===== src/design/rtp_pkg.sv =====
package rtp_pkg;

    // Grammar positions after the fixed layout
    localparam logic [4:0] PH_AFTER_SEC  = 5'd19;
    localparam logic [4:0] PH_FRAC_FIRST = 5'd20;
    localparam logic [4:0] PH_FRAC_MORE  = 5'd21;
    localparam logic [4:0] PH_OFF_H0     = 5'd22;
    localparam logic [4:0] PH_OFF_H1     = 5'd23;
    localparam logic [4:0] PH_OFF_COLON  = 5'd24;
    localparam logic [4:0] PH_OFF_M0     = 5'd25;
    localparam logic [4:0] PH_OFF_M1     = 5'd26;
    localparam logic [4:0] PH_DONE       = 5'd27;

    localparam int EPOCH_W = 49;

    // Parsed fields of one string, handed from front to back
    typedef struct packed {
        logic        ok;
        logic [13:0] year;
        logic [3:0]  month;
        logic [4:0]  day;
        logic [4:0]  hour;
        logic [5:0]  minute;
        logic [5:0]  second;
        logic [9:0]  milli;
        logic [10:0] off_min;
        logic        off_neg;
    } parsed_t;

    typedef enum logic [2:0] {
        BK_IDLE,
        BK_ERA,
        BK_DAYS,
        BK_MUL,
        BK_SUM,
        BK_OUT
    } bk_state_t;

    // Separator expected at each layout position, zero for a digit
    function automatic logic [7:0] layout_sep(input logic [4:0] ph);
        logic [7:0] s;
        begin
            case (ph)
                5'd4, 5'd7: s = 8'h2D;
                5'd10:      s = 8'h54;
                5'd13, 5'd16: s = 8'h3A;
                default:    s = 8'h00;
            endcase
            return s;
        end
    endfunction

    function automatic logic [4:0] month_days(input logic [3:0] m, input logic leap);
        logic [4:0] d;
        begin
            case (m)
                4'd2: d = leap ? 5'd29 : 5'd28;
                4'd4, 4'd6, 4'd9, 4'd11: d = 5'd30;
                default: d = 5'd31;
            endcase
            return d;
        end
    endfunction

    // Days before the start of month m in a March-based year
    function automatic logic [8:0] doy_base(input logic [3:0] m);
        logic [8:0] d;
        begin
            case (m)
                4'd3:  d = 9'd0;
                4'd4:  d = 9'd31;
                4'd5:  d = 9'd61;
                4'd6:  d = 9'd92;
                4'd7:  d = 9'd122;
                4'd8:  d = 9'd153;
                4'd9:  d = 9'd184;
                4'd10: d = 9'd214;
                4'd11: d = 9'd245;
                4'd12: d = 9'd275;
                4'd1:  d = 9'd306;
                4'd2:  d = 9'd337;
                default: d = 9'd0;
            endcase
            return d;
        end
    endfunction

endpackage


===== src/design/rtp_front.sv =====
// Character scanner: walks the grammar one character per cycle while the queue has room
module rtp_front
    import rtp_pkg::*;
(
    input  logic        clk,
    input  logic        rst_n,
    input  logic        in_valid,
    output logic        in_ready,
    input  logic [7:0]  char_code,
    input  logic        last,
    output logic        push,
    output parsed_t     push_data,
    input  logic        q_full
);

    logic [4:0]  phase_reg, phase_next;
    logic [13:0] field_reg, field_next;
    logic [13:0] year_reg, year_next;
    logic [6:0]  month_reg, month_next, day_reg, day_next;
    logic [6:0]  hour_reg, hour_next, min_reg, min_next, sec_reg, sec_next;
    logic [9:0]  milli_reg, milli_next;
    logic [1:0]  fdig_reg, fdig_next;
    logic [10:0] off_reg, off_next;
    logic        neg_reg, neg_next;
    logic        err_reg, err_next;

    logic        take;
    logic        is_dig;
    logic [3:0]  dv;
    logic [13:0] fv;
    logic [7:0]  sep;
    logic [9:0]  fadd;
    logic        leap, cal_ok;
    logic [4:0]  dim;
    logic [26:0] yprod;
    logic [7:0]  ycent;
    logic        ydiv100;

    assign in_ready = !q_full;
    assign take     = in_valid && in_ready;
    assign is_dig   = (char_code >= 8'h30) && (char_code <= 8'h39);
    assign dv       = char_code[3:0];
    assign fv       = 14'((field_reg << 3) + (field_reg << 1) + {10'd0, dv});
    assign sep      = layout_sep(phase_reg);

    always_comb
    begin
        case (fdig_reg)
            2'd0: fadd = 10'((dv << 6) + (dv << 5) + (dv << 2));
            2'd1: fadd = 10'((dv << 3) + (dv << 1));
            default: fadd = {6'd0, dv};
        endcase
    end

    // Grammar step
    always_comb
    begin
        phase_next = phase_reg; field_next = field_reg; year_next = year_reg;
        month_next = month_reg; day_next = day_reg; hour_next = hour_reg;
        min_next = min_reg; sec_next = sec_reg; milli_next = milli_reg;
        fdig_next = fdig_reg; off_next = off_reg; neg_next = neg_reg;
        err_next = err_reg;
        if (!err_reg)
        begin
            if (phase_reg < PH_AFTER_SEC)
            begin
                if (sep != 8'h00)
                begin
                    if (char_code == sep || (sep == 8'h54 && char_code == 8'h74))
                        phase_next = phase_reg + 5'd1;
                    else
                        err_next = 1'b1;
                end
                else if (!is_dig)
                    err_next = 1'b1;
                else
                begin
                    phase_next = phase_reg + 5'd1;
                    field_next = fv;
                    case (phase_reg)
                        5'd3:  begin year_next  = fv;      field_next = '0; end
                        5'd6:  begin month_next = fv[6:0]; field_next = '0; end
                        5'd9:  begin day_next   = fv[6:0]; field_next = '0; end
                        5'd12: begin hour_next  = fv[6:0]; field_next = '0; end
                        5'd15: begin min_next   = fv[6:0]; field_next = '0; end
                        5'd18: begin sec_next   = fv[6:0]; field_next = '0; end
                        default: ;
                    endcase
                end
            end
            else
            begin
                case (phase_reg)
                    PH_AFTER_SEC, PH_FRAC_MORE:
                    begin
                        if (phase_reg == PH_AFTER_SEC && char_code == 8'h2E)
                            phase_next = PH_FRAC_FIRST;
                        else if (phase_reg == PH_FRAC_MORE && is_dig)
                        begin
                            if (fdig_reg != 2'd3)
                            begin
                                milli_next = milli_reg + fadd;
                                fdig_next  = fdig_reg + 2'd1;
                            end
                        end
                        else if (char_code == 8'h5A || char_code == 8'h7A)
                            phase_next = PH_DONE;
                        else if (char_code == 8'h2B || char_code == 8'h2D)
                        begin
                            neg_next   = (char_code == 8'h2D);
                            phase_next = PH_OFF_H0;
                        end
                        else
                            err_next = 1'b1;
                    end
                    PH_FRAC_FIRST:
                    begin
                        if (!is_dig)
                            err_next = 1'b1;
                        else
                        begin
                            milli_next = milli_reg + fadd;
                            fdig_next  = fdig_reg + 2'd1;
                            phase_next = PH_FRAC_MORE;
                        end
                    end
                    PH_OFF_H0, PH_OFF_M0:
                    begin
                        if (!is_dig)
                            err_next = 1'b1;
                        else
                        begin
                            field_next = fv;
                            phase_next = phase_reg + 5'd1;
                        end
                    end
                    PH_OFF_H1:
                    begin
                        field_next = '0;
                        if (!is_dig || fv > 14'd23)
                            err_next = 1'b1;
                        else
                        begin
                            off_next   = 11'((fv << 6) - (fv << 2));
                            phase_next = PH_OFF_COLON;
                        end
                    end
                    PH_OFF_COLON:
                    begin
                        if (char_code != 8'h3A)
                            err_next = 1'b1;
                        else
                            phase_next = PH_OFF_M0;
                    end
                    PH_OFF_M1:
                    begin
                        field_next = '0;
                        if (!is_dig || fv > 14'd59)
                            err_next = 1'b1;
                        else
                        begin
                            off_next   = off_reg + 11'(fv);
                            phase_next = PH_DONE;
                        end
                    end
                    default: err_next = 1'b1;
                endcase
            end
        end
    end

    // Century test by reciprocal multiply; the year is final long before the terminator
    assign yprod   = 27'(year_reg) * 27'd5243;
    assign ycent   = yprod[26:19];
    assign ydiv100 = ((14'(ycent) * 14'd100) == year_reg);
    assign leap    = ((year_reg[1:0] == 2'b00) && !ydiv100)
                  || (ydiv100 && (ycent[1:0] == 2'b00));

    // Calendar check on the finished fields
    assign dim  = month_days(month_next[3:0], leap);
    assign cal_ok = (month_next >= 7'd1) && (month_next <= 7'd12) && (day_next >= 7'd1)
                 && (day_next <= {2'd0, dim}) && (hour_next <= 7'd23)
                 && (min_next <= 7'd59) && (sec_next <= 7'd59);

    assign push = take && last;
    always_comb
    begin
        push_data.ok      = !err_next && (phase_next == PH_DONE) && cal_ok;
        push_data.year    = year_next;
        push_data.month   = month_next[3:0];
        push_data.day     = day_next[4:0];
        push_data.hour    = hour_next[4:0];
        push_data.minute  = min_next[5:0];
        push_data.second  = sec_next[5:0];
        push_data.milli   = milli_next;
        push_data.off_min = off_next;
        push_data.off_neg = neg_next;
    end

    always_ff @(posedge clk or negedge rst_n)
    begin
        if (!rst_n)
        begin
            phase_reg <= '0; field_reg <= '0; year_reg <= '0; month_reg <= '0;
            day_reg <= '0; hour_reg <= '0; min_reg <= '0; sec_reg <= '0;
            milli_reg <= '0; fdig_reg <= '0; off_reg <= '0; neg_reg <= 1'b0;
            err_reg <= 1'b0;
        end
        else if (take)
        begin
            if (last)
            begin
                phase_reg <= '0; field_reg <= '0; year_reg <= '0; month_reg <= '0;
                day_reg <= '0; hour_reg <= '0; min_reg <= '0; sec_reg <= '0;
                milli_reg <= '0; fdig_reg <= '0; off_reg <= '0; neg_reg <= 1'b0;
                err_reg <= 1'b0;
            end
            else
            begin
                phase_reg <= phase_next; field_reg <= field_next; year_reg <= year_next;
                month_reg <= month_next; day_reg <= day_next; hour_reg <= hour_next;
                min_reg <= min_next; sec_reg <= sec_next; milli_reg <= milli_next;
                fdig_reg <= fdig_next; off_reg <= off_next; neg_reg <= neg_next;
                err_reg <= err_next;
            end
        end
    end

endmodule


===== src/design/rtp_queue.sv =====
// Two-entry queue between scanner and epoch unit
module rtp_queue
    import rtp_pkg::*;
(
    input  logic    clk,
    input  logic    rst_n,
    input  logic    push,
    input  parsed_t push_data,
    output logic    full,
    output logic    not_empty,
    input  logic    pop,
    output parsed_t pop_data
);

    parsed_t    mem [2];
    logic       wp_reg, rp_reg;
    logic [1:0] cnt_reg;

    assign full      = (cnt_reg == 2'd2);
    assign not_empty = (cnt_reg != 2'd0);
    assign pop_data  = mem[rp_reg];

    always_ff @(posedge clk)
    begin
        if (push)
            mem[wp_reg] <= push_data;
    end

    always_ff @(posedge clk or negedge rst_n)
    begin
        if (!rst_n)
        begin
            wp_reg <= 1'b0; rp_reg <= 1'b0; cnt_reg <= '0;
        end
        else
        begin
            if (push) wp_reg <= !wp_reg;
            if (pop)  rp_reg <= !rp_reg;
            cnt_reg <= cnt_reg + {1'b0, push} - {1'b0, pop};
        end
    end

endmodule


===== src/design/rtp_back.sv =====
// Epoch unit: days from date, then milliseconds, stepped through ERA, DAYS, MUL, SUM and OUT
module rtp_back
    import rtp_pkg::*;
(
    input  logic                      clk,
    input  logic                      rst_n,
    input  logic                      q_not_empty,
    input  parsed_t                   q_data,
    output logic                      q_pop,
    output logic                      res_valid,
    input  logic                      res_ready,
    output logic                      valid_res,
    output logic signed [EPOCH_W-1:0] epoch_ms
);

    bk_state_t state_reg, state_next;
    parsed_t   p_reg;
    logic [4:0] era_reg;
    logic [8:0] yoe_reg, doy_reg;
    logic signed [23:0] days_reg;
    logic signed [EPOCH_W-1:0] dms_reg, tms_reg, res_reg;
    logic ok_reg;

    // Year split into 400-year eras; divisions by reciprocal multiply
    logic [14:0] y;
    logic [15:0] era_prod;
    logic [4:0]  era;
    logic [8:0]  yoe;
    logic [8:0]  doy;
    logic [11:0] cent_prod;
    logic [1:0]  cent;
    logic [18:0] doe;
    assign y         = 15'(p_reg.year) + 15'd400 - ((p_reg.month <= 4'd2) ? 15'd1 : 15'd0);
    assign era_prod  = 16'(y[14:4]) * 16'd41;
    assign era       = era_prod[14:10];
    assign yoe       = 9'(y - 15'(era) * 15'd400);
    assign doy       = doy_base(p_reg.month) + 9'(p_reg.day) - 9'd1;

    // Day of era from the registered split
    assign cent_prod = 12'(yoe_reg[8:2]) * 12'd41;
    assign cent      = cent_prod[11:10];
    assign doe = 19'(yoe_reg) * 19'd365 + 19'(yoe_reg >> 2) - 19'(cent) + 19'(doy_reg);

    logic [16:0] tod_s;
    assign tod_s = 17'(p_reg.hour) * 17'd3600 + 17'(p_reg.minute) * 17'd60
                 + 17'(p_reg.second);

    always_comb
    begin
        state_next = state_reg;
        q_pop      = 1'b0;
        case (state_reg)
            BK_IDLE: if (q_not_empty) begin q_pop = 1'b1; state_next = BK_ERA; end
            BK_ERA:  state_next = BK_DAYS;
            BK_DAYS: state_next = BK_MUL;
            BK_MUL:  state_next = BK_SUM;
            BK_SUM:  state_next = BK_OUT;
            BK_OUT:  if (res_ready) state_next = BK_IDLE;
            default: state_next = BK_IDLE;
        endcase
    end

    always_ff @(posedge clk or negedge rst_n)
    begin
        if (!rst_n)
            state_reg <= BK_IDLE;
        else
            state_reg <= state_next;
    end

    always_ff @(posedge clk)
    begin
        if (q_pop) p_reg <= q_data;
        if (state_reg == BK_ERA)
        begin
            era_reg <= era;
            yoe_reg <= yoe;
            doy_reg <= doy;
        end
        if (state_reg == BK_DAYS)
            days_reg <= 24'sd146097 * 24'(era_reg) + 24'(doe) - 24'sd719468 - 24'sd146097;
        if (state_reg == BK_MUL)
        begin
            dms_reg <= EPOCH_W'(days_reg) * 49'sd86400000;
            tms_reg <= EPOCH_W'(tod_s) * 49'sd1000 + EPOCH_W'(p_reg.milli);
        end
        if (state_reg == BK_SUM)
        begin
            ok_reg <= p_reg.ok;
            if (!p_reg.ok)
                res_reg <= '0;
            else if (p_reg.off_neg)
                res_reg <= dms_reg + tms_reg + EPOCH_W'(p_reg.off_min) * 49'sd60000;
            else
                res_reg <= dms_reg + tms_reg - EPOCH_W'(p_reg.off_min) * 49'sd60000;
        end
    end

    assign res_valid = (state_reg == BK_OUT);
    assign valid_res = ok_reg;
    assign epoch_ms  = res_reg;

endmodule


===== src/design/rfc3339_timestamp_parser.sv =====
// Path: the accepted last character enters the queue; the epoch unit then
// steps through ERA, DAYS, MUL and SUM to OUT, which drives out_valid.
// Throughput: one character per cycle while the queue has room; one result
// at a time in the epoch unit; a two-entry queue lets the scanner run ahead.
// Reset: rst_n asynchronous active low clears scanner, queue and
// sequencer; the parser then expects the first year digit.
module rfc3339_timestamp_parser
    import rtp_pkg::*;
(
    input  logic                      clk,
    input  logic                      rst_n,
    input  logic                      in_valid,
    output logic                      in_ready,
    input  logic [7:0]                char_code,
    input  logic                      last,
    output logic                      out_valid,
    input  logic                      out_ready,
    output logic                      valid_res,
    output logic signed [EPOCH_W-1:0] epoch_ms
);

    logic    push, full, not_empty, pop;
    parsed_t push_data, pop_data;

    rtp_front u_front (
        .clk(clk), .rst_n(rst_n), .in_valid(in_valid), .in_ready(in_ready),
        .char_code(char_code), .last(last), .push(push), .push_data(push_data),
        .q_full(full)
    );

    rtp_queue u_queue (
        .clk(clk), .rst_n(rst_n), .push(push), .push_data(push_data), .full(full),
        .not_empty(not_empty), .pop(pop), .pop_data(pop_data)
    );

    rtp_back u_back (
        .clk(clk), .rst_n(rst_n), .q_not_empty(not_empty), .q_data(pop_data),
        .q_pop(pop), .res_valid(out_valid), .res_ready(out_ready),
        .valid_res(valid_res), .epoch_ms(epoch_ms)
    );

endmodule


===== config.mk =====
export PLATFORM = sky130hd
export DESIGN_NAME = rfc3339_timestamp_parser
export DESIGN_NICKNAME = d
export VERILOG_FILES = /design/src/design/rtp_pkg.sv /design/src/design/rtp_front.sv /design/src/design/rtp_queue.sv /design/src/design/rtp_back.sv /design/src/design/rfc3339_timestamp_parser.sv
export SDC_FILE = /design/constraint.sdc
export NUM_CORES = 2
export LEC_CHECK = 0
export ABC_AREA = 1
export BUFFER_PORTS_ARGS = -buffer_cell sky130_fd_sc_hd__clkbuf_2
export CAP_MARGIN = 30
export CORE_MARGIN = 2
export CORE_UTILIZATION = 30
export DETAILED_ROUTE_END_ITERATION = 12
export PLACE_DENSITY = 0.54
export SLEW_MARGIN = 20
export SYNTH_ARGS = -nofsm -noshare
export SYNTH_HDL_FRONTEND = slang
export SYNTH_SLANG_ARGS = --single-unit

===== constraint.sdc =====
create_clock -name clk -period 11.4 [get_ports clk]
set_input_delay 2.28 -clock clk [delete_from_list [all_inputs] [get_ports clk]]
set_output_delay 2.28 -clock clk [all_outputs]
set_load 0.02 [all_outputs]

==> results.py <==
metrics = {
    "critical_path": {
        "critPathArrivalTime_ns": 9.85,
        "crit_required_ns": 11.79,
        "worst_path_largest_cell_delay_ns": 0.60,
        "critPathSlowestCell": "edfxtp_1",
        "end_kind": "flip-flop",
        "cpMostUsedCell": "ha_1",
        "critPathKind": "flip-flop to flip-flop",
        "worst_r2r_path_depth": 42,
        "startpoint_type": "flip-flop",
        "ff2ff_setup_slack_ns": 1.95,
        "worst-path-max-fanout": 9,
        "r2r_end": "u_back.days_reg[23]",
        "r2r-start": "u_back.yoe_reg[3]",
    },
    "route": {
        "ant_nets": 0,
        "met2WireLength_um": 57940,
        "vias_per_cell": 4.542,
        "drtIter0Drc": 1921,
        "met3_length_um": 3589,
        "wl_met1_um": 57550,
        "vias": 37820,
        "highest_layer": "met5",
        "drc": 0,
        "dr.pass1.iters": 5,
        "finalWirelength_um": 122100,
        "wl_per_cell_um": 14.66,
    },
    "sta": {
        "rsz0062_at_grt": "no",
        "fin_skew_ns": 0.06683,
        "fmax_ghz": 0.1058,
        "finalCritPeriodShare_pct": 82.90,
        "drv_slew": 0,
        "tns_ns": 0,
        "worst_pin_slew_ns": 0.9660,
        "relSlewSlack_pct": 35.60,
        "hold_violations": 0,
        "min_period_ns": 9.451,
        "setup_viol": 0,
    },
    "layout": {
        "drive_gt1_share_pct": 5.219,
        "largest_register_ffs": 126,
        "layout_commonest_cell": "inv_1",
        "fillCellCount": 17820,
        "antennaDiodeCount": 0,
        "final_cell_area_sq_um": 56950,
        "nets": 7217,
        "final_cell_mix": "inv_1, nand2_1, ha_1",
        "area_delta_synth_final_pct": 9.794,
        "regArea_sq_um": 13080,
        "multi_input_area_sq_um": 33680,
    },
    "synthesis": {
        "syn_area_per_cell_sq_um": 8.821,
        "ys_warn_count": 0,
        "synth_seq_cells": 452,
        "ys_async_sr_fraction_pct": 21.90,
        "ys_seq_area_share_pct": 25.21,
        "yosysTopAreaCellShare_pct": 20.44,
        "synth-edff-count": 353,
        "yosys.area.top_type": "edfxtp_1",
        "ys_top_cells_by_area": "edfxtp_1, ha_1, fa_1, inv_1, nand2_1",
        "synth-main-ff-cell": "edfxtp_1",
        "synthCells": 5880,
        "syn-cell-area_sq_um": 51870,
        "syn-num-nets": 7125,
        "ys_types": 67,
    },
    "cts": {
        "clock-sinks": 452,
        "cts_max_path_buffers": 3,
        "hold_buffers": 0,
        "post-cts-setup-buffers": 0,
        "root_buffer": "clkbuf_16",
        "cts_tree": "built",
        "clkTransAtPathRegs_ns": 0.06,
        "cts.repair.resized": 0,
        "numCtsBuffers": 54,
        "clk-insertion-delay-late_ns": 0.65,
        "htree_levels": 2,
    },
    "hold_path": {
        "holdPathStages": 0,
        "min_from": "u_back.p_reg[12]",
        "min_to": "u_back.tms_reg[0]",
        "hold_class": "flip-flop to flip-flop",
    },
    "placed_design": {
        "placed_area_sq_um": 55050,
        "portBuffers": 64,
        "dpl.hpwl_um": 101600,
        "gp_congestion": 0.9045,
    },
    "grt": {
        "grt_pass1_vias": 38780,
        "grt_pass1_wl_um": 201600,
        "overflow": 0,
        "grt_max_degree": 69,
        "grt_use_total_pct": 14.03,
        "antenna_found_initial": 8,
    },
    "job": {
        "cap_violations": 0,
    },
    "die": {
        "die-height_um": 419.8,
        "die_area_sq_um": 176200,
        "die_w_um": 419.8,
        "rows": 152,
        "start_util_pct": 30.20,
        "core_area_sq_um": 171700,
        "ios": 65,
    },
    "status": {
        "outcome": "completed",
    },
}
-- synth_stat cells, drive strengths merged, types with 5 or more instances --
master and count:
o22ai 65, clkbuf 40, or2 10, o21ai 259
fa 419, nand4 65, o21a 19, a31oi 23
ha 813, a21o 21, xnor2 98, dfrtp 99
a21oi 344, edfxtp 353, xor2 206, buf 11
a21boi 10, nor3 47, a211oi 9, inv 1303
nor2 353, o221ai 6, o2111ai 7, clkinv 5
a41oi 8, nand3b 10, nand3 211, o211ai 16
a22o 5, mux2 63, nor4 9, nand2 925
o21bai 28
-- layout make-up --
type	count	area share (%)
Tap cell	2310	5.075
Timing Repair Buffer	87	0.9491
Sequential cell	452	22.97
Clock inverter	29	0.6350
Clock buffer	72	2.582
Inverter	1308	8.643
Multi-Input combinational cell	4069	59.15
-- critical path: cells and delay by family (launching register included) --
family,cells,cell delay (ns)
and+or+nand+nor,9,0.92
buffers and inverters,7,0.34
xor gates and xnor gates,2,0.31
DFF,1,0.60
adders and majority gates,15,5.38
AOI/OAI and AO/OA,9,1.66
-- metrics by stage --
| stage | hold slack, ns | std cells | setup WS, ns | util [%] |
|---|---|---|---|---|
| after floorplan | 0.4003 | 5880 | 2.675 | - |
| after global placement | 0.4559 | 8220 | 1.890 | 32.04 |
| after CTS | 0.4586 | 8324 | 1.884 | 33.12 |
| after detailed placement | 0.4415 | 8223 | 1.888 | 32.06 |
| after global routing | 0.4753 | 8327 | 1.172 | 33.16 |
| final | 0.4551 | 8327 | 1.949 | 33.16 |
-- logic make-up after synthesis --
kind of cell | share of synthesized area, %
buffers and inverters | 9.926
adder cells (fa/ha/maj) | 35.78
flip-flops | 25.21
XOR/XNOR | 5.220
multiplexers | 1.368
AND/OR/NAND/NOR | 13.45
AO/OA/AOI/OAI | 9.036
-- worst max path at each step --
stage                                  from                  end  depth (start not counted)
after global placement    u_back.yoe_reg[3]  u_back.days_reg[23]                         42
after detailed placement  u_back.yoe_reg[3]  u_back.days_reg[19]                         42
after CTS                 u_back.yoe_reg[3]  u_back.days_reg[23]                         42
after global routing      u_back.yoe_reg[3]  u_back.days_reg[23]                         42
after floorplan           u_back.yoe_reg[3]  u_back.days_reg[21]                         41
final                     u_back.yoe_reg[3]  u_back.days_reg[23]                         42
-- per-layer routing --
layer,track usage [%],vias up
li1,-,19270
met1,18.48,17920
met2,24.51,497
met3,1.379,132
met4,3.481,14
met5,0,-
Power is left out: the tool's default activity adds up to more than one toggle a clock period on the data nets, which glitch-free logic cannot reach.
